--- src/sv/dist_pkg.sv ---
// ----------------------------------------------------------------------------
// dist_pkg
// Shared types, constants and rounding helpers of the distortion channel.
// ----------------------------------------------------------------------------
package dist_pkg;

    localparam int MAX_CHANNELS = 8;
    localparam int SAMPLE_BITS  = 16;
    localparam int CH_BITS      = (MAX_CHANNELS > 1) ? $clog2(MAX_CHANNELS) : 1;
    localparam int CH_IN_BITS   = 3;
    localparam int CFG_BITS     = 16;

    // Q.15 coefficients
    localparam int PRE_X_COEF  = 32604;
    localparam int PRE_P_COEF  = 164;
    localparam int UNITY_Q15   = 32768;
    localparam int GAIN_SLOPE  = 24;
    localparam int CLIP_LIMIT  = 14418;
    localparam int ALPHA_SLOPE = 26214;
    localparam int ALPHA_BASE  = 6554;
    localparam int SMP_MAX     = 2 ** (SAMPLE_BITS - 1) - 1;
    localparam int SMP_MIN     = -(2 ** (SAMPLE_BITS - 1));

    // multiplier operand and product widths
    localparam int MUL_A_BITS = 17;
    localparam int MUL_B_BITS = 23;
    localparam int PROD_BITS  = MUL_A_BITS + MUL_B_BITS;
    localparam int SUM_BITS   = PROD_BITS + 1;
    localparam int RND_BITS   = SUM_BITS - 15;

    typedef logic signed [SAMPLE_BITS-1:0] sample_t;
    typedef logic [CH_BITS-1:0]            ch_addr_t;

    typedef enum logic [1:0] {
        CFG_DRIVE = 2'd0,
        CFG_TONE  = 2'd1,
        CFG_LEVEL = 2'd2
    } cfg_index_t;

    typedef enum logic [9:0] {
        ST_IDLE = 10'b00_0000_0001,
        ST_M1   = 10'b00_0000_0010,
        ST_M2   = 10'b00_0000_0100,
        ST_M3   = 10'b00_0000_1000,
        ST_M4   = 10'b00_0001_0000,
        ST_M5   = 10'b00_0010_0000,
        ST_M6   = 10'b00_0100_0000,
        ST_M7   = 10'b00_1000_0000,
        ST_M8   = 10'b01_0000_0000,
        ST_OUT  = 10'b10_0000_0000
    } dist_state_t;

    typedef struct packed {
        dist_state_t state;
        logic        accept;
    } dist_ctrl_t;

    typedef struct packed {
        logic     pre_we;
        logic     tone_we;
        ch_addr_t addr;
        sample_t  data;
    } dist_mem_wr_t;

    // round to nearest, ties up: add 2^14, floor-shift by 15
    function automatic logic signed [RND_BITS-1:0] round_q15(
        input logic signed [SUM_BITS-1:0] v
    );
        logic signed [SUM_BITS-1:0] s;
        s = v + SUM_BITS'(16384);
        return s[SUM_BITS-1:15];
    endfunction

    function automatic sample_t sat_sample(input logic signed [RND_BITS-1:0] v);
        sample_t r;
        if (v > RND_BITS'(SMP_MAX))
            r = SAMPLE_BITS'(SMP_MAX);
        else if (v < RND_BITS'(SMP_MIN))
            r = SAMPLE_BITS'(SMP_MIN);
        else
            r = v[SAMPLE_BITS-1:0];
        return r;
    endfunction

endpackage

--- src/sv/dist_mem.sv ---
// ----------------------------------------------------------------------------
// dist_mem
// Per-channel pre-filter and tone-filter memories with a registered read.
// ----------------------------------------------------------------------------
module dist_mem (
    input  logic                  clk,
    input  logic                  rst_n,
    input  logic                  rd_en,
    input  dist_pkg::ch_addr_t    rd_addr,
    input  dist_pkg::dist_mem_wr_t wr,
    output dist_pkg::sample_t     pre_rdata,
    output dist_pkg::sample_t     tone_rdata
);

    dist_pkg::sample_t pre_mem  [dist_pkg::MAX_CHANNELS];
    dist_pkg::sample_t tone_mem [dist_pkg::MAX_CHANNELS];

    logic [dist_pkg::MAX_CHANNELS-1:0] pre_vld_reg;
    logic [dist_pkg::MAX_CHANNELS-1:0] tone_vld_reg;
    dist_pkg::sample_t                 pre_q_reg;
    dist_pkg::sample_t                 tone_q_reg;
    logic                              pre_qv_reg;
    logic                              tone_qv_reg;

    always_ff @(posedge clk)
    begin
        if (wr.pre_we)
        begin
            pre_mem[wr.addr] <= wr.data;
        end
        if (wr.tone_we)
        begin
            tone_mem[wr.addr] <= wr.data;
        end
        if (rd_en)
        begin
            pre_q_reg  <= pre_mem[rd_addr];
            tone_q_reg <= tone_mem[rd_addr];
        end
    end

    // entries not yet written since reset read as zero
    always_ff @(posedge clk or negedge rst_n)
    begin
        if (!rst_n)
        begin
            pre_vld_reg  <= '0;
            tone_vld_reg <= '0;
            pre_qv_reg   <= 1'b0;
            tone_qv_reg  <= 1'b0;
        end
        else
        begin
            if (wr.pre_we)
            begin
                pre_vld_reg[wr.addr] <= 1'b1;
            end
            if (wr.tone_we)
            begin
                tone_vld_reg[wr.addr] <= 1'b1;
            end
            if (rd_en)
            begin
                pre_qv_reg  <= pre_vld_reg[rd_addr];
                tone_qv_reg <= tone_vld_reg[rd_addr];
            end
        end
    end

    assign pre_rdata  = pre_qv_reg  ? pre_q_reg  : '0;
    assign tone_rdata = tone_qv_reg ? tone_q_reg : '0;

endmodule

--- src/sv/dist_datapath.sv ---
// ----------------------------------------------------------------------------
// dist_datapath
// Settings registers and the shared multiplier with its accumulate steps.
// ----------------------------------------------------------------------------
module dist_datapath (
    input  logic                           clk,
    input  logic                           rst_n,
    input  logic                           cfg_we,
    input  logic [1:0]                     cfg_index,
    input  logic [dist_pkg::CFG_BITS-1:0]  cfg_wdata,
    input  dist_pkg::dist_ctrl_t           ctrl,
    input  logic [dist_pkg::CH_IN_BITS-1:0] in_channel,
    input  dist_pkg::sample_t              in_sample,
    input  dist_pkg::sample_t              pre_rdata,
    input  dist_pkg::sample_t              tone_rdata,
    output dist_pkg::dist_mem_wr_t         wr,
    output dist_pkg::sample_t              result
);

    localparam int PB = dist_pkg::PROD_BITS;
    localparam int SB = dist_pkg::SUM_BITS;
    localparam int RB = dist_pkg::RND_BITS;

    logic [dist_pkg::CFG_BITS-1:0] drive_reg;
    logic [dist_pkg::CFG_BITS-1:0] tone_reg;
    logic [dist_pkg::CFG_BITS-1:0] level_reg;

    dist_pkg::sample_t     x_reg;
    dist_pkg::ch_addr_t    ch_reg;
    logic                  in_range_reg;
    logic signed [PB-1:0]  prod_reg;
    logic signed [PB-1:0]  acc_reg;
    dist_pkg::sample_t     p_reg;
    dist_pkg::sample_t     c_reg;
    dist_pkg::sample_t     t_reg;
    logic [20:0]           gain_reg;
    logic [16:0]           alpha_reg;
    logic [16:0]           beta_reg;

    logic signed [dist_pkg::MUL_A_BITS-1:0] mul_a;
    logic signed [dist_pkg::MUL_B_BITS-1:0] mul_b;
    logic signed [PB-1:0]                   mul_full;
    logic signed [SB-1:0]                   acc_sum;
    logic signed [RB-1:0]                   sum_rnd;
    logic signed [RB-1:0]                   prod_rnd;
    logic signed [RB-1:0]                   alpha_sum;
    dist_pkg::sample_t                      filt_sat;
    logic [16:0]                            alpha_next;
    dist_pkg::sample_t                      clip_next;
    logic [20:0]                            gain_next;

    always_ff @(posedge clk or negedge rst_n)
    begin
        if (!rst_n)
        begin
            drive_reg <= dist_pkg::CFG_BITS'(16384);
            tone_reg  <= dist_pkg::CFG_BITS'(16384);
            level_reg <= dist_pkg::CFG_BITS'(32768);
        end
        else if (cfg_we)
        begin
            unique case (cfg_index)
                dist_pkg::CFG_DRIVE: drive_reg <= cfg_wdata;
                dist_pkg::CFG_TONE:  tone_reg  <= cfg_wdata;
                dist_pkg::CFG_LEVEL: level_reg <= cfg_wdata;
                default: ;
            endcase
        end
    end

    // operand select for the shared multiplier
    always_comb
    begin
        mul_a = '0;
        mul_b = '0;
        case (ctrl.state)
            dist_pkg::ST_M1:
            begin
                mul_a = {x_reg[dist_pkg::SAMPLE_BITS-1], x_reg};
                mul_b = dist_pkg::MUL_B_BITS'(dist_pkg::PRE_X_COEF);
            end
            dist_pkg::ST_M2:
            begin
                mul_a = {pre_rdata[dist_pkg::SAMPLE_BITS-1], pre_rdata};
                mul_b = dist_pkg::MUL_B_BITS'(dist_pkg::PRE_P_COEF);
            end
            dist_pkg::ST_M3:
            begin
                mul_a = {1'b0, tone_reg};
                mul_b = dist_pkg::MUL_B_BITS'(dist_pkg::ALPHA_SLOPE);
            end
            dist_pkg::ST_M4:
            begin
                mul_a = {p_reg[dist_pkg::SAMPLE_BITS-1], p_reg};
                mul_b = {2'b00, gain_reg};
            end
            dist_pkg::ST_M5:
            begin
                mul_a = {tone_rdata[dist_pkg::SAMPLE_BITS-1], tone_rdata};
                mul_b = {6'b0, beta_reg};
            end
            dist_pkg::ST_M6:
            begin
                mul_a = {c_reg[dist_pkg::SAMPLE_BITS-1], c_reg};
                mul_b = {6'b0, alpha_reg};
            end
            dist_pkg::ST_M8:
            begin
                mul_a = {t_reg[dist_pkg::SAMPLE_BITS-1], t_reg};
                mul_b = {7'b0, level_reg};
            end
            default: ;
        endcase
    end

    assign mul_full = mul_a * mul_b;

    // post-multiply arithmetic
    assign acc_sum   = {acc_reg[PB-1], acc_reg} + {prod_reg[PB-1], prod_reg};
    assign sum_rnd   = dist_pkg::round_q15(acc_sum);
    assign filt_sat  = dist_pkg::sat_sample(sum_rnd);
    assign prod_rnd  = dist_pkg::round_q15({prod_reg[PB-1], prod_reg});
    assign alpha_sum = prod_rnd + RB'(dist_pkg::ALPHA_BASE);
    assign gain_next = 21'(dist_pkg::UNITY_Q15) + 21'(dist_pkg::GAIN_SLOPE * drive_reg);

    always_comb
    begin
        if (alpha_sum > RB'(dist_pkg::UNITY_Q15))
            alpha_next = 17'(dist_pkg::UNITY_Q15);
        else
            alpha_next = alpha_sum[16:0];
    end

    always_comb
    begin
        if (prod_rnd > RB'(dist_pkg::CLIP_LIMIT))
            clip_next = dist_pkg::SAMPLE_BITS'(dist_pkg::CLIP_LIMIT);
        else if (prod_rnd < -RB'(dist_pkg::CLIP_LIMIT))
            clip_next = -dist_pkg::SAMPLE_BITS'(dist_pkg::CLIP_LIMIT);
        else
            clip_next = prod_rnd[dist_pkg::SAMPLE_BITS-1:0];
    end

    always_ff @(posedge clk)
    begin
        if (ctrl.accept)
        begin
            x_reg        <= in_sample;
            ch_reg       <= in_channel[dist_pkg::CH_BITS-1:0];
            in_range_reg <= {1'b0, in_channel}
                            < (dist_pkg::CH_IN_BITS + 1)'(dist_pkg::MAX_CHANNELS);
        end
        // product holds while the result waits at the output
        if (ctrl.state != dist_pkg::ST_IDLE && ctrl.state != dist_pkg::ST_OUT)
        begin
            prod_reg <= mul_full;
        end
        case (ctrl.state)
            dist_pkg::ST_M2: acc_reg <= prod_reg;
            dist_pkg::ST_M3:
            begin
                p_reg    <= filt_sat;
                gain_reg <= gain_next;
            end
            dist_pkg::ST_M4:
            begin
                alpha_reg <= alpha_next;
                beta_reg  <= 17'(dist_pkg::UNITY_Q15) - alpha_next;
            end
            dist_pkg::ST_M5: c_reg   <= clip_next;
            dist_pkg::ST_M6: acc_reg <= prod_reg;
            dist_pkg::ST_M7: t_reg   <= filt_sat;
            default: ;
        endcase
    end

    assign wr.pre_we  = (ctrl.state == dist_pkg::ST_M3) && in_range_reg;
    assign wr.tone_we = (ctrl.state == dist_pkg::ST_M7) && in_range_reg;
    assign wr.addr    = ch_reg;
    assign wr.data    = filt_sat;

    assign result = in_range_reg ? dist_pkg::sat_sample(prod_rnd) : '0;

endmodule

--- src/sv/distortion_effect_channel_unit.sv ---
// ----------------------------------------------------------------------------
// distortion_effect_channel_unit
// Hard-clip distortion with per-channel pre and tone one-pole filters.
// ----------------------------------------------------------------------------
// Input stream s_*: one item = channel number plus a Q1.15 sample.
// Output stream m_*: one item = the processed, saturated Q1.15 sample.
// Settings (drive, tone, output level) are written through cfg_we/cfg_index/
// cfg_wdata; index 3 is ignored. The user must write them only while the
// unit is idle; the block does not enforce this. Each item reads its channel's
// two filter memories, then runs eight steps through one shared 17x23
// multiplier; the result is loaded into the output register in ST_OUT and
// the unit goes idle before taking the next item; the multiplier sets the rate.
// s_tready is high only between items. A finished result sits in the output
// register; while the receiver stalls the unit can finish one further item
// and then holds it until the output register frees up.
// Reset restores the default settings and makes all filter memories read as
// zero at once; no clearing pass is needed.
// ----------------------------------------------------------------------------
module distortion_effect_channel_unit (
    input  logic        clk,
    input  logic        rst_n,
    input  logic        s_tvalid,
    output logic        s_tready,
    input  logic [23:0] s_tdata,   // [2:0] channel, [18:3] sample_in, rest zero
    output logic        m_tvalid,
    input  logic        m_tready,
    output logic [15:0] m_tdata,   // [15:0] sample_out
    input  logic        cfg_we,
    input  logic [1:0]  cfg_index,
    input  logic [15:0] cfg_wdata
);

    dist_pkg::dist_state_t  state_reg;
    dist_pkg::dist_state_t  state_next;
    dist_pkg::dist_ctrl_t   ctrl;
    dist_pkg::dist_mem_wr_t wr;
    dist_pkg::sample_t      pre_rdata;
    dist_pkg::sample_t      tone_rdata;
    dist_pkg::sample_t      result;
    dist_pkg::sample_t      m_data_reg;
    logic                   m_valid_reg;
    logic                   m_valid_next;
    logic                   accept;
    logic                   out_load;
    logic [2:0]             in_channel;
    dist_pkg::sample_t      in_sample;

    assign in_channel = s_tdata[2:0];
    assign in_sample  = s_tdata[18:3];

    assign s_tready = (state_reg == dist_pkg::ST_IDLE);
    assign accept   = s_tvalid && s_tready;
    assign out_load = (state_reg == dist_pkg::ST_OUT) && (!m_valid_reg || m_tready);

    always_comb
    begin
        state_next = state_reg;
        unique case (state_reg)
            dist_pkg::ST_IDLE: if (s_tvalid) state_next = dist_pkg::ST_M1;
            dist_pkg::ST_M1:   state_next = dist_pkg::ST_M2;
            dist_pkg::ST_M2:   state_next = dist_pkg::ST_M3;
            dist_pkg::ST_M3:   state_next = dist_pkg::ST_M4;
            dist_pkg::ST_M4:   state_next = dist_pkg::ST_M5;
            dist_pkg::ST_M5:   state_next = dist_pkg::ST_M6;
            dist_pkg::ST_M6:   state_next = dist_pkg::ST_M7;
            dist_pkg::ST_M7:   state_next = dist_pkg::ST_M8;
            dist_pkg::ST_M8:   state_next = dist_pkg::ST_OUT;
            dist_pkg::ST_OUT:  if (out_load) state_next = dist_pkg::ST_IDLE;
            default:           state_next = dist_pkg::ST_IDLE;
        endcase
    end

    always_comb
    begin
        if (out_load)
            m_valid_next = 1'b1;
        else if (m_tready)
            m_valid_next = 1'b0;
        else
            m_valid_next = m_valid_reg;
    end

    always_ff @(posedge clk or negedge rst_n)
    begin
        if (!rst_n)
        begin
            state_reg   <= dist_pkg::ST_IDLE;
            m_valid_reg <= 1'b0;
        end
        else
        begin
            state_reg   <= state_next;
            m_valid_reg <= m_valid_next;
        end
    end

    always_ff @(posedge clk)
    begin
        if (out_load)
        begin
            m_data_reg <= result;
        end
    end

    assign ctrl.state  = state_reg;
    assign ctrl.accept = accept;

    dist_mem u_mem (
        .clk        (clk),
        .rst_n      (rst_n),
        .rd_en      (accept),
        .rd_addr    (in_channel[dist_pkg::CH_BITS-1:0]),
        .wr         (wr),
        .pre_rdata  (pre_rdata),
        .tone_rdata (tone_rdata)
    );

    dist_datapath u_datapath (
        .clk        (clk),
        .rst_n      (rst_n),
        .cfg_we     (cfg_we),
        .cfg_index  (cfg_index),
        .cfg_wdata  (cfg_wdata),
        .ctrl       (ctrl),
        .in_channel (in_channel),
        .in_sample  (in_sample),
        .pre_rdata  (pre_rdata),
        .tone_rdata (tone_rdata),
        .wr         (wr),
        .result     (result)
    );

    assign m_tvalid = m_valid_reg;
    assign m_tdata  = m_data_reg;

`ifndef SYNTHESIS
    a_state_onehot: assert property (@(posedge clk) disable iff (!rst_n)
        $onehot(state_reg))
        else $error("sequencer state not one-hot");

    a_accept_starts: assert property (@(posedge clk) disable iff (!rst_n)
        accept |=> state_reg == dist_pkg::ST_M1)
        else $error("accepted item did not start the multiply sequence");

    a_no_overwrite: assert property (@(posedge clk) disable iff (!rst_n)
        m_valid_reg && !m_tready |=> $stable(m_data_reg))
        else $error("waiting result overwritten");

    a_one_write: assert property (@(posedge clk) disable iff (!rst_n)
        !(wr.pre_we && wr.tone_we))
        else $error("both filter memories written in one cycle");
`endif

endmodule

--- config.mk ---
export PLATFORM = sky130hd
export DESIGN_NAME = distortion_effect_channel_unit
export DESIGN_NICKNAME = d
export VERILOG_FILES = /design/src/sv/dist_pkg.sv /design/src/sv/dist_mem.sv /design/src/sv/dist_datapath.sv /design/src/sv/distortion_effect_channel_unit.sv
export SDC_FILE = /design/constraint.sdc
export NUM_CORES = 2
export LEC_CHECK = 0
export ABC_AREA = 0
export BUFFER_PORTS_ARGS = -buffer_cell sky130_fd_sc_hd__buf_2
export CAP_MARGIN = 15
export CORE_UTILIZATION = 37
export CTS_CLUSTER_SIZE = 20
export DETAILED_ROUTE_END_ITERATION = 12
export GPL_TIMING_DRIVEN = 0
export PLACE_DENSITY_LB_ADDON = 0.05
export SLEW_MARGIN = 20
export SYNTH_ARGS = -nofsm -noshare
export SYNTH_HDL_FRONTEND = slang
export SYNTH_SLANG_ARGS = --single-unit
--- constraint.sdc ---
create_clock -name clk -period 16 [get_ports clk]
set_clock_uncertainty 0.2 [all_clocks]
set_input_delay 3.2 -clock clk [delete_from_list [all_inputs] [get_ports clk]]
set_output_delay 3.2 -clock clk [all_outputs]
set_load 0.005 [all_outputs]
Word level (Yosys, flattened, before mapping)
Memories as Yosys holds them, arrays and structs flattened. A register that Yosys moved wholly into a read port is not among the register bits.
Index checks and enable logic that the tools add are counted.
- add/sub/neg operators: 6
- $mul: 2
- magnitude comparators: 10
- eq/ne operators: 16
- muxes and demuxes: 24
- bitwise operators: 2
- reduce and logical (&&, ||, !) cells: 14
- operator list (operator ; number):
    case mux 21 bit (7 select lines) ; 1
    case mux 17 bit (7 select lines) ; 1
    case mux 10 bit (10 select lines) ; 1
    two-way mux 16 bit ; 6
    > comparator 26 x 16 -> 1 bit, second input constant ; 2
    less-than comparator 26 x 16 -> 1 bit, second input constant ; 2
    adder 41 x 16 -> 41 bit, second input constant ; 1
    adder 39 x 16 -> 40 bit, second input constant ; 1
    adder 39 x 39 -> 40 bit ; 1
    multiplier 17 x 22 -> 39 bit ; 1
    adder 26 x 14 -> 26 bit, second input constant ; 1
    > comparator 26 x 15 -> 1 bit, second input constant ; 1
    > comparator 26 x 17 -> 1 bit, second input constant ; 1
    less-than comparator 26 x 15 -> 1 bit, second input constant ; 1
    adder 16 x 21 -> 21 bit, first input constant ; 1
    two-way mux 10 bit ; 2
    multiplier 2 x 16 -> 18 bit, first input constant ; 1
    two-way mux 17 bit ; 1
    subtractor 16 x 17 -> 17 bit, first input constant ; 1
    bitwise OR 8 bit ; 2
    == test 10 x 1 -> 1 bit, second input constant ; 1
    == test 10 bit, second input constant ; 1
    == test 10 x 2 -> 1 bit, second input constant ; 1
    == test 10 x 3 -> 1 bit, second input constant ; 1
    23 further kinds ; 41
- register bits: 293
- memory bits (writable): 256
- bits of input ports: 47
- output and inout port bits: 18
- word-level logic and storage cells: 98
- memories: 2
- memories (memory ; words ; bits a word ; rd ports ; clocked after memory_dff ; wr ports ; line ; RTL):
    u_mem.pre_mem ; 8 ; 16 ; 1 ; 1 ; 1 ; dist_mem.sv:15 ; dist_pkg::sample_t pre_mem [dist_pkg::MAX_CHANNELS];
    u_mem.tone_mem ; 8 ; 16 ; 1 ; 1 ; 1 ; dist_mem.sv:16 ; dist_pkg::sample_t tone_mem [dist_pkg::MAX_CHANNELS];

Logic depth before layout (Yosys ltp)
- depth after elaboration: 5
- mapped depth: 36
- mapped depth without buffers: 34

Hierarchy
From an unflattened synthesis, not the netlist that was laid out.
- cells, all modules: 3177
- area, all modules: 38538.2 um2
- by module, submodules not included (module ; times used ; cells each ; area each (um2) ; seq. area each (um2)):
    dist_datapath ; 1 ; 2597 ; 25705.9 ; 7090.6
    dist_mem ; 1 ; 508 ; 11805.1 ; 9098.7
    distortion_effect_channel_unit ; 1 ; 72 ; 1027.2 ; 757.0

Worst setup path after synthesis
Ideal clock, no wire load.
- path type: register -> register
- start point: register state_reg[1]
- end point: register u_datapath.prod_reg[37], data pin
- library setup time: 0.258 ns
- arrival: 9.520 ns
- data required time: 15.542 ns
- setup slack: 6.022 ns
- cell stages (with the launch flop): 34
- path buffers: 4
- clock period less this slack: 9.978 ns
- cell sequence: dfrtp_1 > clkbuf_1 > nor4_1 > nor3b_1 > nand4b_1 > inv_1 > clkbuf_1 > clkbuf_1 > a22oi_1 > nand3_1 > clkbuf_1 > nand2_1 > fa_1 > inv_1 > fa_1 > fa_1 > fa_1 > fa_1 > inv_1 > fa_1 > inv_1 > ha_1 > nand3_1 > nor2_1 > and3_1 > a211oi_1 > o31ai_1 > o221ai_1 > o21ai_0 > a21o_1 > a21oi_1 > o21ai_0 > a21oi_1 > xnor2_1
- cells in the longest elaborated chain, start to end: 3
- elaborated cells between the ends (all ways): 10
- classes of those cells: mul: 1; eq/ne: 7; mux: 2
- RTL lines (what ; line ; RTL):
    start, declared ; distortion_effect_channel_unit.sv:33 ; dist_pkg::dist_state_t state_reg;
    start signal, assigned ; distortion_effect_channel_unit.sv:87 ; state_reg <= dist_pkg::ST_IDLE;
    start signal, assigned ; distortion_effect_channel_unit.sv:92 ; state_reg <= state_next;
    == test 10 x 9 -> 1 bit (tied with other cells) ; dist_datapath.sv:76 ; case (ctrl.state)
    case mux 17 bit (7 select lines) or case mux 21 bit (7 select lines) (tied branches) ; dist_datapath.sv:76 ;
    multiplier 17 x 22 -> 39 bit * ; dist_datapath.sv:116 ; assign mul_full = mul_a * mul_b;
    via u_datapath.mul_full[37] ; dist_datapath.sv:42 ; logic signed [PB-1:0] mul_full;
    end signal, assigned ; dist_datapath.sv:156 ; prod_reg <= mul_full;
    end, declared ; dist_datapath.sv:31 ; logic signed [PB-1:0] prod_reg;
The timed path passes the listed nets; every way through them passes the cells marked *.
A chain may end at the register's enable or synchronous reset.

Worst setup path after layout
- start point: register state_reg[1]
- end point: register u_datapath.prod_reg[35], data pin
The elaborated chain is that of the path after synthesis.

==> impl_results.rst <==
.. list-table::
   :header-rows: 1

   * - Metric
     - Value
   * - Outcome
     - completed
   * - Setup slack of the critical path after layout
     - 3.93 ns
   * - Dominant cell type by area after synthesis
     - edfxtp_1
   * - Number of inserted diodes
     - 0
   * - Type of the tightest min-delay check
     - reg -> reg
   * - Sw Pwr
     - 2.58 mW
   * - Sink Count
     - 577
   * - Combinational cell fraction of total power
     - 40.1%
   * - Top cell by count, worst path
     - fa_1
   * - Count of pins on the block boundary
     - 65
   * - Hold-fix buffers at CTS
     - 0
   * - Total iterations of the first detailed-routing run
     - 5
   * - Final setup viols
     - 0
   * - Sequential group share of total power
     - 35.7%
   * - Power density over the cells
     - 145 nW/um2
   * - Number of buffers added for setup after CTS
     - 0
   * - Portion of total power attributed to the clock network
     - 24.3%
   * - Clock latency at the later pin of the worst-skew pair
     - 0.64 ns
   * - Pwr Total
     - 6.31 mW
   * - Antenna violations before repair
     - 1
   * - Data required time of the worst path
     - 16.16 ns
   * - Setup Total Neg Slack
     - 0 ns
   * - Layout Cell Area excl Fill
     - 43400 um2
   * - Overall track demand over capacity in global routing
     - 23.4%
   * - CTS tree
     - done
   * - Vertical extent of the die
     - 324 um
   * - Die width
     - 324 um
   * - Number of design rule violations left after detail routing
     - 0
   * - Arrival @ worst endpoint
     - 12.22 ns
   * - Max-slew headroom at the worst pin
     - 16.1%
   * - Area enclosed by the die boundary
     - 105000 um2
   * - Total of buffers placed on input and output ports
     - 59
   * - Portion of synthesized cell area occupied by the leading cell type
     - 39.1%
   * - Area of placed instances
     - 41200 um2
   * - Final hold viol count
     - 0
   * - Number of slew-limit violations in the final report
     - 0
   * - Critical path class
     - reg -> reg
   * - Leakage power
     - 17.5 nW
   * - Row Count
     - 117
   * - Cell types with the largest area share after synthesis
     - edfxtp_1 (39%), fa_1 (15%), ha_1 (6.4%)
   * - Count of placed standard cells including taps
     - 4725
   * - Initial core utilization
     - 37.5%
   * - Post-route minimum period
     - 12.07 ns
   * - Async SR Flop Fraction
     - 13.3%
   * - Worst-margin pin slew
     - 1.26 ns
   * - Netlist area before placement
     - 38400 um2
   * - Vias after detailed routing
     - 25900
   * - Primary FF master, synth
     - edfxtp_1
   * - Capturing element type of the critical path
     - flip-flop
   * - Area added between synthesis and finish
     - 13.0%
   * - Startpoint type of the worst setup path
     - flip-flop
   * - Crit-path slowest cell
     - nand3_1
   * - Average footprint of a synthesized cell
     - 11.8 um2
   * - Max VDD drop
     - 153 uV
   * - Worst hold slack
     - 0.262 ns
   * - Net count reported at finish
     - 3957
   * - Yosys warnings
     - 0
   * - Post-CTS resize count
     - 0
   * - Maximum capacitance violations
     - 0
   * - Worst Path Buf+Inv
     - 8
   * - Setup WS pre-CTS
     - 3.97 ns
   * - Remaining global-route overflow
     - 0
   * - CTS root buf
     - clkbuf_16
   * - Total core area
     - 102000 um2
   * - Final antenna-violating net count
     - 0
   * - Number of cells produced by synthesis
     - 3245
   * - Maximum number of buffers from clock root to sink
     - 3
   * - Registers with the most flip-flops
     - u_mem.pre_mem: 128 flops, u_mem.tone_mem: 128 flops
   * - Final period utilization
     - 75.4%
   * - Clock transition at the registers of the reported paths
     - 0.06 ns
   * - Final weighted congestion in routability-driven placement
     - 0.920
   * - Number of buffers created by CTS
     - 69
   * - Crit path largest cell delay
     - 0.79 ns
   * - Sw Ratio
     - 40.9%
   * - RSZ-0062 raised after global routing
     - no
   * - Number of H-tree branching levels
     - 3
   * - Distinct cell type count after synthesis
     - 97
   * - Internal power consumption
     - 3.73 mW
   * - Final core utilization
     - 42.4%
   * - Detailed Route WL
     - 120000 um
   * - Worst path top cell family by delay
     - adder cells
   * - Share of final-layout standard cells stronger than drive strength 1
     - 13.9%
   * - Post-synth net total
     - 3774
   * - Number of non-filler instances in the completed layout
     - 4853
   * - Number of enable-type register cells in the synthesized netlist
     - 500
   * - Sequential cell area fraction in the yosys report
     - 44.1%
   * - Vias in the first global route
     - 26900
   * - Fillers
     - 9664
   * - DR vias/cell
     - 5.34
   * - Top achievable clock speed
     - 82.9 MHz
   * - Routed len/inst
     - 24.8 um
   * - Placed wire-length estimate after detailed placement
     - 95400 um
   * - Number of register bits inferred by synthesis
     - 577
   * - CP Max Fanout
     - 43
   * - Drt first-iter violations
     - 1954
   * - Largest net degree at the start of global routing
     - 52
   * - First-pass GRT wire length
     - 177000 um
power by group through the flow:
stage	clock network (mW)	registers (mW)	logic [mW]
after CTS	1.57	2.26	2.51
after global placement	0	2.30	2.36
final	1.53	2.25	2.53
after global routing	1.63	2.26	2.72
after floorplan	0	2.20	1.51
after detailed placement	0	2.29	2.50
cells in the final DEF (no fill, tap or decap), drive strengths merged, types with 56 or more instances in the layout:
cell,netlist,layout
ha,197,197
o21ai,77,77
mux2,79,79
inv,398,401
nand3,56,56
fa,285,285
mux4,68,68
buf,23,135
xnor2,89,89
edfxtp,500,500
nor2,311,311
clkbuf,102,193
dfrtp,73,73
nand2,274,274
a21oi,109,109
Yosys cell counts (24+ instances only):
master and count:
nand3_1 56, nand2b_1 33, a21o_1 40, and3_1 29
o21ai_0 73, a21oi_1 97, a22oi_1 26, nor2_1 311
mux2_2 79, a31oi_1 25, edfxtp_1 500, dfrtp_1 73
nor3_1 50, clkbuf_1 102, fa_1 285, inv_1 397
xnor2_1 86, xor2_1 46, or2_2 27, nand2_1 274
ha_1 197, and2_1 30, mux4_2 68, nand4_1 24
logic make-up (layout without fill, tap and decap cells):
group,count (synthesis),after routing,share of synthesized area (%)
AND/OR/NAND/NOR,920,920,11.3
multiplexers,153,153,6.46
adder cells (fa/ha/maj),482,482,21.3
AO/OA/AOI/OAI,454,454,8.43
flip-flops,577,577,44.1
buffers and inverters,523,763,5.18
XOR/XNOR,136,136,3.18
layer usage:
metal	wire [um]	vias to the layer above	global-route usage, %	part of all wire, %
met5	12	-	0	0.010
met4	4280	2	8.42	3.6
met3	5340	175	3.13	4.4
met2	59200	671	39.7	49
met1	51400	13300	30.6	43
li1	-	11800	-	-
final timing paths:
path                            cells past startpoint                       end  slack [ns]                   from
worst max register to register                     33   u_datapath.prod_reg[35]        3.93           state_reg[1]
min in group asynchronous                           1  u_datapath.drive_reg[15]        2.33                  rst_n
worst min-delay path                                1     u_mem.tone_vld_reg[0]        0.26  u_mem.tone_vld_reg[0]
worst max-delay path                               33   u_datapath.prod_reg[35]        3.93           state_reg[1]
worst min register to register                      1     u_mem.tone_vld_reg[0]        0.26  u_mem.tone_vld_reg[0]
max in group asynchronous                           2              state_reg[0]       12.56                  rst_n
layout make-up:
type	instances	area [um2]	share of cell area (%)
Tap cell	1368	1710	3.94
Timing Repair Buffer	112	763	1.76
Multi-Input combinational cell	2145	19800	45.5
Inverter	398	1500	3.45
Clock inverter	37	395	0.911
Clock buffer	91	1830	4.22
Buffer	125	504	1.16
Sequential cell	577	16900	39.0
No activity file was read; power rests on OpenSTA's default activity.
